<file path="src/rtl/core/blm_pkg.sv">
// Shared constants and helper functions for the battery level monitor.
package blm_pkg;

	localparam int VOLT_W     = 12;
	localparam int PCT_W      = 7;
	localparam int DIVIDEND_W = VOLT_W + PCT_W;
	localparam int LEVEL_W    = 4;
	localparam int CNT_W      = 3;
	localparam int NORM_W     = 8;
	localparam int CFG_IDX_W  = 2;

	localparam int WINDOW_SAMPLES_DEF = 6;

	localparam logic [CFG_IDX_W-1:0] CFG_IDX_POWEROFF = 2'd0;
	localparam logic [CFG_IDX_W-1:0] CFG_IDX_WARNING  = 2'd1;
	localparam logic [CFG_IDX_W-1:0] CFG_IDX_FULL     = 2'd2;

	localparam logic [VOLT_W-1:0] POWEROFF_RST = 12'd330;
	localparam logic [VOLT_W-1:0] WARNING_RST  = 12'd340;
	localparam logic [VOLT_W-1:0] FULL_RST     = 12'd420;

	localparam logic [2:0] EV_NONE    = 3'd0;
	localparam logic [2:0] EV_NORMAL  = 3'd1;
	localparam logic [2:0] EV_WARNING = 3'd2;
	localparam logic [2:0] EV_LOW     = 3'd3;
	localparam logic [2:0] EV_CHARGE  = 3'd4;

	localparam logic [1:0] ST_NORMAL   = 2'd0;
	localparam logic [1:0] ST_WARNING  = 2'd1;
	localparam logic [1:0] ST_LOWPOWER = 2'd2;

	localparam logic [PCT_W-1:0]   PCT_FULL  = 7'd100;
	localparam logic [LEVEL_W-1:0] LEVEL_MAX = 4'd9;

	localparam logic [CNT_W-1:0]  LOW_CONFIRM_MAX = 3'd6;
	localparam logic [CNT_W-1:0]  FIRST_WARN_MIN  = 3'd1;
	localparam logic [CNT_W-1:0]  REPEAT_WARN_MIN = 3'd5;
	localparam logic [NORM_W-1:0] NORMAL_MIN      = 8'd2;

	function automatic logic [CNT_W-1:0] sat_inc3(input logic [CNT_W-1:0] v);
		sat_inc3 = (v == '1) ? v : v + 1'b1;
	endfunction

	function automatic logic [NORM_W-1:0] sat_inc8(input logic [NORM_W-1:0] v);
		sat_inc8 = (v == '1) ? v : v + 1'b1;
	endfunction

	// level = (pct - 5) / 10, zero below 5 percent and capped at 9
	function automatic logic [LEVEL_W-1:0] level_of_pct(input logic [PCT_W-1:0] p);
		logic [LEVEL_W-1:0] lvl;
		lvl = '0;
		for (int k = 1; k <= 9; k++) begin
			if (p >= PCT_W'(10 * k + 5))
				lvl = LEVEL_W'(k);
		end
		level_of_pct = lvl;
	endfunction

endpackage

</file>
<file path="src/rtl/core/blm_pct_div.sv">
// Bit-serial restoring divider producing the percent quotient, one bit per cycle.
module blm_pct_div (
	input  logic                               clk,
	input  logic                               arst_n,
	input  logic                               start,
	input  logic [blm_pkg::DIVIDEND_W-1:0]     dividend,
	input  logic [blm_pkg::VOLT_W-1:0]         divisor,
	output logic                               done,
	output logic [blm_pkg::PCT_W-1:0]          quotient
);

	localparam int STEP_W = $clog2(blm_pkg::PCT_W);
	localparam logic [STEP_W-1:0] LAST_STEP = STEP_W'(blm_pkg::PCT_W - 1);

	logic                          busy_q;
	logic                          done_q;
	logic [STEP_W-1:0]             step_q;
	logic [blm_pkg::VOLT_W-1:0]    rem_q;
	logic [blm_pkg::VOLT_W-1:0]    dvs_q;
	logic [blm_pkg::PCT_W-1:0]     num_q;
	logic [blm_pkg::PCT_W-1:0]     quo_q;
	logic [blm_pkg::VOLT_W:0]      trial;
	logic [blm_pkg::VOLT_W:0]      diff;

	// caller guarantees dividend < divisor << PCT_W, so the upper part is already a remainder
	assign trial = {rem_q, num_q[blm_pkg::PCT_W-1]};
	assign diff  = trial - {1'b0, dvs_q};

	always_ff @(posedge clk or negedge arst_n) begin
		if (!arst_n) begin
			busy_q <= 1'b0;
			done_q <= 1'b0;
			step_q <= '0;
		end else begin
			done_q <= 1'b0;
			if (start) begin
				busy_q <= 1'b1;
				step_q <= '0;
			end else if (busy_q) begin
				step_q <= step_q + 1'b1;
				if (step_q == LAST_STEP) begin
					busy_q <= 1'b0;
					done_q <= 1'b1;
				end
			end
		end
	end

	always_ff @(posedge clk) begin
		if (start) begin
			rem_q <= dividend[blm_pkg::DIVIDEND_W-1:blm_pkg::PCT_W];
			num_q <= dividend[blm_pkg::PCT_W-1:0];
			dvs_q <= divisor;
			quo_q <= '0;
		end else if (busy_q) begin
			num_q <= {num_q[blm_pkg::PCT_W-2:0], 1'b0};
			if (!diff[blm_pkg::VOLT_W]) begin
				rem_q <= diff[blm_pkg::VOLT_W-1:0];
				quo_q <= {quo_q[blm_pkg::PCT_W-2:0], 1'b1};
			end else begin
				rem_q <= trial[blm_pkg::VOLT_W-1:0];
				quo_q <= {quo_q[blm_pkg::PCT_W-2:0], 1'b0};
			end
		end
	end

	assign done     = done_q;
	assign quotient = quo_q;

endmodule

</file>
<file path="src/rtl/core/battery_level_monitor.sv">
// Battery level monitor top level: averaging, window status logic and result register.
// Each accepted sample transaction passes the setup states S_PREP and S_CHK. When the
// percent needs the divider, S_DIV waits for the 7 quotient bits from the bit-serial
// divider and takes the quotient; the percent is settled directly in S_CHK when the
// average is at or below power-off, full is not above power-off, or the quotient would
// be 128 or more. S_FIN then commits. A new sample is taken in the cycle after the
// previous result has been written to the output register; the output register lets
// the next sample enter while a result waits, and a result still held by a stalled
// output holds the next one in its commit cycle.
// Configuration is always ready and must only be written while no transaction is in flight.
module battery_level_monitor #(
	parameter int WINDOW_SAMPLES = blm_pkg::WINDOW_SAMPLES_DEF
) (
	input  logic                              clk,
	input  logic                              arst_n,
	input  logic                              in_valid,
	output logic                              in_stall,
	input  logic [blm_pkg::VOLT_W-1:0]        battery_sample,
	input  logic                              hw_low_flag,
	input  logic                              charger_present,
	input  logic                              warn_repeat_busy,
	output logic                              out_valid,
	input  logic                              out_stall,
	output logic [2:0]                        power_event,
	output logic                              level_changed,
	output logic [1:0]                        battery_status,
	output logic [blm_pkg::LEVEL_W-1:0]       gauge_level,
	output logic [blm_pkg::VOLT_W-1:0]        averaged_voltage,
	output logic                              window_done,
	input  logic                              cfg_valid,
	output logic                              cfg_ready,
	input  logic [blm_pkg::CFG_IDX_W-1:0]     cfg_index,
	input  logic [blm_pkg::VOLT_W-1:0]        cfg_data
);

	localparam logic [blm_pkg::CNT_W-1:0] WIN_LEN  = blm_pkg::CNT_W'(WINDOW_SAMPLES);
	localparam logic [blm_pkg::CNT_W-1:0] WIN_HALF = blm_pkg::CNT_W'(WINDOW_SAMPLES / 2);

	typedef enum logic [2:0] {S_IDLE, S_PREP, S_CHK, S_DIV, S_FIN} state_t;

	state_t                            state_q;

	logic [blm_pkg::VOLT_W-1:0]        poweroff_q, warning_q, full_q;
	logic [blm_pkg::VOLT_W-1:0]        avg_q;
	logic                              hw_low_q, charger_q, busy_q;

	logic [blm_pkg::CNT_W-1:0]         sample_cnt_q, off_hits_q, warn_hits_q;
	logic [blm_pkg::CNT_W-1:0]         low_conf_q, warn_rep_q;
	logic [blm_pkg::NORM_W-1:0]        norm_conf_q;
	logic                              first_warn_q;
	logic [1:0]                        status_q;
	logic [blm_pkg::LEVEL_W-1:0]       prev_level_q;
	logic                              prev_charger_q;

	logic                              zero_pct_q, full_sat_q;
	logic [blm_pkg::VOLT_W-1:0]        span_q;
	logic [blm_pkg::DIVIDEND_W-1:0]    dividend_q;
	logic [blm_pkg::PCT_W-1:0]         pct_q;

	logic                              out_valid_q;
	logic [2:0]                        event_q;
	logic                              changed_q, done_q;
	logic [1:0]                        status_out_q;
	logic [blm_pkg::LEVEL_W-1:0]       level_out_q;
	logic [blm_pkg::VOLT_W-1:0]        avg_out_q;

	logic                              in_acc, out_acc, commit;
	logic [blm_pkg::VOLT_W-1:0]        avg_new;
	logic [blm_pkg::VOLT_W-1:0]        diff_po;
	logic [blm_pkg::DIVIDEND_W-1:0]    diff_ext, dividend_new;
	logic                              le_po, le_warn;
	logic                              div_start, div_done;
	logic [blm_pkg::PCT_W-1:0]         div_quo;
	logic                              div_over;

	// window close results
	logic [blm_pkg::LEVEL_W-1:0]       level_now;
	logic [2:0]                        ev_n;
	logic                              changed_n, done_n;
	logic [1:0]                        status_n;
	logic [blm_pkg::CNT_W-1:0]         low_conf_n, warn_rep_n;
	logic [blm_pkg::NORM_W-1:0]        norm_conf_n;
	logic                              first_warn_n;
	logic [blm_pkg::LEVEL_W-1:0]       prev_level_n;
	logic                              prev_charger_n;
	logic                              win_end;

	function automatic logic [blm_pkg::VOLT_W-1:0] avg_sum_half(
		input logic [blm_pkg::VOLT_W-1:0] a,
		input logic [blm_pkg::VOLT_W-1:0] b
	);
		logic [blm_pkg::VOLT_W:0] s;
		s = {1'b0, a} + {1'b0, b};
		avg_sum_half = s[blm_pkg::VOLT_W:1];
	endfunction

	assign in_stall  = (state_q != S_IDLE);
	assign in_acc    = in_valid && !in_stall;
	assign out_acc   = out_valid_q && !out_stall;
	assign commit    = (state_q == S_FIN) && (!out_valid_q || !out_stall);
	assign cfg_ready = 1'b1;

	assign avg_new = (avg_q == '0) ? battery_sample
		: avg_sum_half(battery_sample, avg_q);

	assign le_po   = (avg_q <= poweroff_q);
	assign le_warn = (avg_q <= warning_q);
	assign diff_po = avg_q - poweroff_q;
	assign diff_ext = {{blm_pkg::PCT_W{1'b0}}, diff_po};
	// times 100 = 64 + 32 + 4
	assign dividend_new = (diff_ext << 6) + (diff_ext << 5) + (diff_ext << 2);

	assign div_over  = (dividend_q >= {span_q, {blm_pkg::PCT_W{1'b0}}});
	assign div_start = (state_q == S_CHK) && !zero_pct_q && !full_sat_q && !div_over;

	blm_pct_div u_div (
		.clk      (clk),
		.arst_n   (arst_n),
		.start    (div_start),
		.dividend (dividend_q),
		.divisor  (span_q),
		.done     (div_done),
		.quotient (div_quo)
	);

	assign level_now = blm_pkg::level_of_pct(pct_q);
	assign win_end   = (sample_cnt_q >= WIN_LEN);

	always_comb begin
		ev_n           = blm_pkg::EV_NONE;
		changed_n      = 1'b0;
		done_n         = 1'b0;
		status_n       = status_q;
		low_conf_n     = low_conf_q;
		warn_rep_n     = warn_rep_q;
		norm_conf_n    = norm_conf_q;
		first_warn_n   = first_warn_q;
		prev_level_n   = prev_level_q;
		prev_charger_n = prev_charger_q;
		if (win_end) begin
			if (!charger_q) begin
				if (off_hits_q > WIN_HALF) begin
					low_conf_n  = blm_pkg::sat_inc3(low_conf_q);
					warn_rep_n  = '0;
					norm_conf_n = '0;
					status_n    = blm_pkg::ST_LOWPOWER;
					if (low_conf_n > blm_pkg::LOW_CONFIRM_MAX) begin
						low_conf_n = '0;
						ev_n       = blm_pkg::EV_LOW;
						done_n     = 1'b1;
					end
				end else if (warn_hits_q > WIN_HALF) begin
					warn_rep_n  = blm_pkg::sat_inc3(warn_rep_q);
					low_conf_n  = '0;
					norm_conf_n = '0;
					status_n    = blm_pkg::ST_WARNING;
					if ((first_warn_q && warn_rep_n > blm_pkg::FIRST_WARN_MIN) ||
					    (!first_warn_q && warn_rep_n >= blm_pkg::REPEAT_WARN_MIN)) begin
						first_warn_n = 1'b0;
						warn_rep_n   = '0;
						if (!busy_q)
							ev_n = blm_pkg::EV_WARNING;
					end
				end else begin
					norm_conf_n = blm_pkg::sat_inc8(norm_conf_q);
					warn_rep_n  = '0;
					low_conf_n  = '0;
					if (norm_conf_n > blm_pkg::NORMAL_MIN && status_q != blm_pkg::ST_NORMAL) begin
						status_n = blm_pkg::ST_NORMAL;
						ev_n     = blm_pkg::EV_NORMAL;
					end
				end
			end else begin
				ev_n = blm_pkg::EV_CHARGE;
			end
			if (status_n != blm_pkg::ST_LOWPOWER) begin
				done_n = 1'b1;
				if (level_now != prev_level_q || prev_charger_q != charger_q)
					changed_n = 1'b1;
				prev_charger_n = charger_q;
				prev_level_n   = level_now;
			end
		end
	end

	always_ff @(posedge clk or negedge arst_n) begin
		if (!arst_n) begin
			state_q        <= S_IDLE;
			poweroff_q     <= blm_pkg::POWEROFF_RST;
			warning_q      <= blm_pkg::WARNING_RST;
			full_q         <= blm_pkg::FULL_RST;
			avg_q          <= '0;
			sample_cnt_q   <= '0;
			off_hits_q     <= '0;
			warn_hits_q    <= '0;
			low_conf_q     <= '0;
			warn_rep_q     <= '0;
			norm_conf_q    <= '0;
			first_warn_q   <= 1'b1;
			status_q       <= blm_pkg::ST_NORMAL;
			prev_level_q   <= blm_pkg::LEVEL_MAX;
			prev_charger_q <= 1'b0;
			out_valid_q    <= 1'b0;
		end else begin
			if (cfg_valid && cfg_ready) begin
				case (cfg_index)
					blm_pkg::CFG_IDX_POWEROFF: poweroff_q <= cfg_data;
					blm_pkg::CFG_IDX_WARNING:  warning_q  <= cfg_data;
					blm_pkg::CFG_IDX_FULL:     full_q     <= cfg_data;
					default: ;
				endcase
			end

			// a commit may refill the output register in the cycle it is taken
			if (commit)
				out_valid_q <= 1'b1;
			else if (out_acc)
				out_valid_q <= 1'b0;

			case (state_q)
				S_IDLE: begin
					if (in_acc) begin
						avg_q   <= avg_new;
						state_q <= S_PREP;
					end
				end
				S_PREP: begin
					sample_cnt_q <= blm_pkg::sat_inc3(sample_cnt_q);
					if (hw_low_q || le_po)
						off_hits_q <= blm_pkg::sat_inc3(off_hits_q);
					if (le_warn)
						warn_hits_q <= blm_pkg::sat_inc3(warn_hits_q);
					state_q <= S_CHK;
				end
				S_CHK: begin
					state_q <= div_start ? S_DIV : S_FIN;
				end
				S_DIV: begin
					if (div_done)
						state_q <= S_FIN;
				end
				S_FIN: begin
					if (commit) begin
						low_conf_q     <= low_conf_n;
						warn_rep_q     <= warn_rep_n;
						norm_conf_q    <= norm_conf_n;
						first_warn_q   <= first_warn_n;
						status_q       <= status_n;
						prev_level_q   <= prev_level_n;
						prev_charger_q <= prev_charger_n;
						if (win_end) begin
							sample_cnt_q <= '0;
							off_hits_q   <= '0;
							warn_hits_q  <= '0;
						end
						state_q <= S_IDLE;
					end
				end
				default: state_q <= S_IDLE;
			endcase
		end
	end

	// transaction payload and result registers
	always_ff @(posedge clk) begin
		if (in_acc) begin
			hw_low_q  <= hw_low_flag;
			charger_q <= charger_present;
			busy_q    <= warn_repeat_busy;
		end
		if (state_q == S_PREP) begin
			zero_pct_q <= le_po;
			full_sat_q <= (full_q <= poweroff_q);
			span_q     <= full_q - poweroff_q;
			dividend_q <= dividend_new;
		end
		if (state_q == S_CHK) begin
			if (zero_pct_q)
				pct_q <= '0;
			else if (full_sat_q || div_over)
				pct_q <= blm_pkg::PCT_FULL;
		end
		if (state_q == S_DIV && div_done)
			pct_q <= (div_quo > blm_pkg::PCT_FULL) ? blm_pkg::PCT_FULL : div_quo;
		if (commit) begin
			event_q      <= ev_n;
			changed_q    <= changed_n;
			done_q       <= done_n;
			status_out_q <= status_n;
			level_out_q  <= level_now;
			avg_out_q    <= avg_q;
		end
	end

	assign out_valid        = out_valid_q;
	assign power_event      = event_q;
	assign level_changed    = changed_q;
	assign battery_status   = status_out_q;
	assign gauge_level      = level_out_q;
	assign averaged_voltage = avg_out_q;
	assign window_done      = done_q;

endmodule
</file>
<file path="config.mk">
export PLATFORM = sky130hd
export DESIGN_NAME = battery_level_monitor
export DESIGN_NICKNAME = d
export VERILOG_FILES = /design/src/rtl/core/blm_pkg.sv /design/src/rtl/core/blm_pct_div.sv /design/src/rtl/core/battery_level_monitor.sv
export SDC_FILE = /design/constraint.sdc
export NUM_CORES = 1
export LEC_CHECK = 0
export BUFFER_PORTS_ARGS = -buffer_cell sky130_fd_sc_hd__clkbuf_2
export CORE_UTILIZATION = 55
export CTS_CLUSTER_DIAMETER = 200
export DETAILED_ROUTE_END_ITERATION = 12
export PLACE_DENSITY = 0.85
export SYNTH_ARGS = -nofsm -noshare
export SYNTH_HDL_FRONTEND = slang
export SYNTH_SLANG_ARGS = --single-unit
</file>
<file path="constraint.sdc">
create_clock -name clk -period 9.3 [get_ports clk]
set_clock_uncertainty 0.2 [all_clocks]
set_input_delay 0.465 -clock clk [delete_from_list [all_inputs] [get_ports clk]]
set_output_delay 0.465 -clock clk [all_outputs]
set_load 0.03 [all_outputs]
</file>
==> load_flow_metrics.sql <==
INSERT INTO impl_metrics (metric_group, metric, value, unit) VALUES
('grt', 'grt_pass1_wl', '38700', 'um'),
('floorplan', 'start_util', '56.1', '%'),
('sta', 'finalWorstPathRequiredPeriod', '5040', 'ps'),
('place', 'detailedPlacementHpwl', '17700', 'um'),
('setup_path', 'crit_required', '9280', 'ps'),
('floorplan', 'placeableCoreArea', '0.0203', 'mm^2'),
('routing', 'vias_per_cell', '5.88', ''),
('logic_synthesis', 'synth_enable_flop_cells', '93', ''),
('routing', 'drc', '0', ''),
('cells_and_area', 'mostFrequentLayoutCells', 'ha_1 (104), nand2_1 (96), edfxtp_1 (93)', ''),
('sta', 'final-setup-viol-count', '0', ''),
('cells_and_area', 'antenna-diode-count', '0', ''),
('floorplan', 'io_pins', '60', ''),
('cells_and_area', 'layout-area-overhead-vs-synth', '9.92', '%'),
('setup_path', 'start_kind', 'flip-flop', ''),
('grt', 'maximum_number_of_pins_on_one_net_before_global_route_repair', '58', ''),
('grt', 'grt.total_usage', '22.9', '%'),
('logic_synthesis', 'syn_area', '0.0114', 'mm^2'),
('sta', 'unrepaired_setup_endpoints_after_global_routing', 'no', ''),
('sta', 'hold_fails_final_rpt', '0', ''),
('sta', 'slew_viol_final', '0', ''),
('clock_network', 'clk_path_buf_depth', '2', ''),
('grt', 'first_global_vias', '8108', ''),
('logic_synthesis', 'yosysSeqAreaShare', '45.2', '%'),
('sta', 'max-slew-margin-rel', '14.6', '%'),
('sta', 'timing.final.crit_share', '54.2', '%'),
('place', 'gp_congestion', '0.890', ''),
('setup_path', 'timing.critical_path.arrival', '5030', 'ps'),
('clock_network', 'cts_setup_buffers', '0', ''),
('setup_path', 'worst-path-max-fanout', '5', ''),
('floorplan', 'fp-row-count', '52', ''),
('clock_network', 'clock_tree.root_cell', 'clkbuf_16', ''),
('clock_network', 'htree_num_levels', '4', ''),
('clock_network', 'clk-insertion-delay-late', '440', 'ps'),
('logic_synthesis', 'synth_nets', '1246', ''),
('cells_and_area', 'finalCoreUtilization', '61.7', '%'),
('logic_synthesis', 'synth.ff_latch_count', '188', ''),
('clock_network', 'cts_tree', 'built', ''),
('clock_network', 'clock_edge_transition_at_the_registers_on_the_reported_setup_and_hold_paths', '70', 'ps'),
('cells_and_area', 'final.fill_count', '1557', ''),
('clock_network', 'number_of_sinks_on_the_clock_net', '188', ''),
('routing', 'drtIter0Drc', '493', ''),
('routing', 'drt-pass1-iter-count', '5', ''),
('routing', 'finalWirelength', '23600', 'um'),
('logic_synthesis', 'syn_inst', '1099', ''),
('flow_run', 'maxCapViolCount', '0', ''),
('logic_synthesis', 'yosys_warnings', '0', ''),
('min_path', 'min-delay-path-class', 'in2reg', ''),
('place', 'port_buffers', '58', ''),
('sta', 'achievable-frequency', '198', 'MHz'),
('setup_path', 'cp-end-kind', 'flip-flop', ''),
('grt', 'number_of_antenna_violations_at_the_first_check_in_global_routing', '0', ''),
('run_status', 'status', 'finished clean', ''),
('setup_path', 'critPathKind', 'reg2reg', ''),
('logic_synthesis', 'ys.flop_type', 'edfxtp_1', ''),
('cells_and_area', 'design.final.nets', '1303', ''),
('floorplan', 'die-area', '0.0213', 'mm^2'),
('sta', 'setup-tns-final', '0', 'ps'),
('cells_and_area', 'share_of_cells_above_drive_strength_1', '14.4', '%'),
('clock_network', 'cts_made_buffers', '17', ''),
('cells_and_area', 'layout.cells.most_common', 'ha_1', ''),
('floorplan', 'die_boundary_height', '146', 'um'),
('logic_synthesis', 'syn_area_per_cell', '10.4', 'um^2'),
('logic_synthesis', 'synth.lib_cells_used.distinct', '67', ''),
('routing', 'num_vias', '8468', ''),
('grt', 'gr-total-overflow', '0', ''),
('floorplan', 'die_width', '146', 'um'),
('routing', 'detail-route-antenna-nets', '0', ''),
('sta', 'timing_worst_slew_pin_value', '1280', 'ps'),
('logic_synthesis', 'postSynth.asyncResetShare', '46.8', '%'),
('routing', 'drt-wirelength-per-cell', '16.4', 'um');
flip-flops by register name (all words and copies together) (netlist names), 4 cells and up:
| signal | count |
|---|---|
| u_div.dvs_q | 12 |
| pct_q | 7 |
| u_div.quotient | 7 |
| dividend_q | 17 |
| averaged_voltage | 12 |
| span_q | 12 |
| u_div.rem_q | 12 |
| poweroff_q | 12 |
| norm_conf_q | 8 |
| warning_q | 12 |
| u_div.num_q | 5 |
| avg_q | 12 |
| gauge_level | 4 |
| full_q | 12 |
| prev_level_q | 4 |
final cells by class:
| class | instances | area (um^2) | share of cell area, % |
|---|---|---|---|
| Clock buffer | 18 | 429 | 3.43 |
| Clock inverter | 14 | 115 | 0.919 |
| Inverter | 92 | 345 | 2.76 |
| Multi-Input combinational cell | 792 | 5790 | 46.2 |
| Sequential cell | 188 | 5150 | 41.2 |
| Tap cell | 270 | 338 | 2.70 |
| Timing Repair Buffer | 65 | 353 | 2.82 |
critical path, stage by stage (launching register included):
cell      delay (ps)
dfstp_2          570
inv_1             90
ha_1             320
nor2b_1          130
o21ai_0          140
nand2b_1         120
a21o_1           210
a31o_2           250
a21oi_1          180
xnor2_1          260
inv_1            130
fa_1             550
inv_1             40
ha_1             320
a21oi_1          220
o21bai_1         100
a21oi_1          240
o21ai_0          210
a21o_1           210
a21oi_1          210
a21oi_1           90
synthesized netlist by cell type, types with 21 or more instances:
cell,n,area share (%)
nand3_1,24,1.1
inv_1,92,3.0
ha_1,104,11
o21ai_0,77,3.4
a21oi_1,58,2.5
nand2_1,96,3.2
xnor2_1,36,2.8
edfxtp_1,93,25
xor2_1,21,1.6
mux2i_1,23,2.0
nor2_1,67,2.2
a21o_1,24,1.6
dfrtp_1,73,16
mux2_2,42,4.2
routing by layer:
layer	vias up	GRT usage, %	routed length (um)
li1	4073	-	-
met1	4087	28.5	10100
met2	248	39.2	11700
met3	60	4.11	1160
met4	0	9.42	687
met5	-	0	0
kinds of logic after synthesis:
group                      share of synthesized area, %
other                                            0.0329
muxes                                              6.27
buffers and inverters                              4.03
and+or+nand+nor                                    13.0
DFF                                                45.2
AOI/OAI and AO/OA                                  14.0
xor gates and xnor gates                           4.38
adders and majority gates                          13.0
per-stage QoR:
step                cells  area, um^2  hold WS [ps]  setup WS (ps)
global placement     1404       11900           228           4450
finish               1439       12500          27.9           4260
detailed placement   1404       11900           228           4360
global route         1439       12500          13.0           3920
CTS                  1439       12500          16.2           4290
floorplan            1099       11400         -30.6           4690
final timing paths:
| kind | start | endpoint | slack (ps) | cells after the start |
|---|---|---|---|---|
| worst max-delay path | poweroff_q[1]$_DFFE_PN1P_ | dividend_q[18]$_DFFE_PP_ | 4260 | 20 |
| worst min-delay path | hw_low_flag | hw_low_q$_DFFE_PP_ | 30 | 1 |
| worst max register to register | poweroff_q[1]$_DFFE_PN1P_ | dividend_q[18]$_DFFE_PP_ | 4260 | 20 |
| worst min register to register | span_q[11]$_DFFE_PP_ | u_div.dvs_q[11]$_DFFE_PP_ | 260 | 0 |
| max in group asynchronous | arst_n | poweroff_q[4]$_DFFE_PN0P_ | 7530 | 3 |
| min in group asynchronous | arst_n | prev_level_q[2]$_DFFE_PN0P_ | 300 | 2 |
what timing repair did:
action	4_1_cts	5_1_grt
endpoints found under the hold margin	31	0
hold buffers	3	0
gates resized for setup	0	0
Power is left out: the tool's default activity adds up to more than one toggle a clock period on the data nets, which glitch-free logic cannot reach.
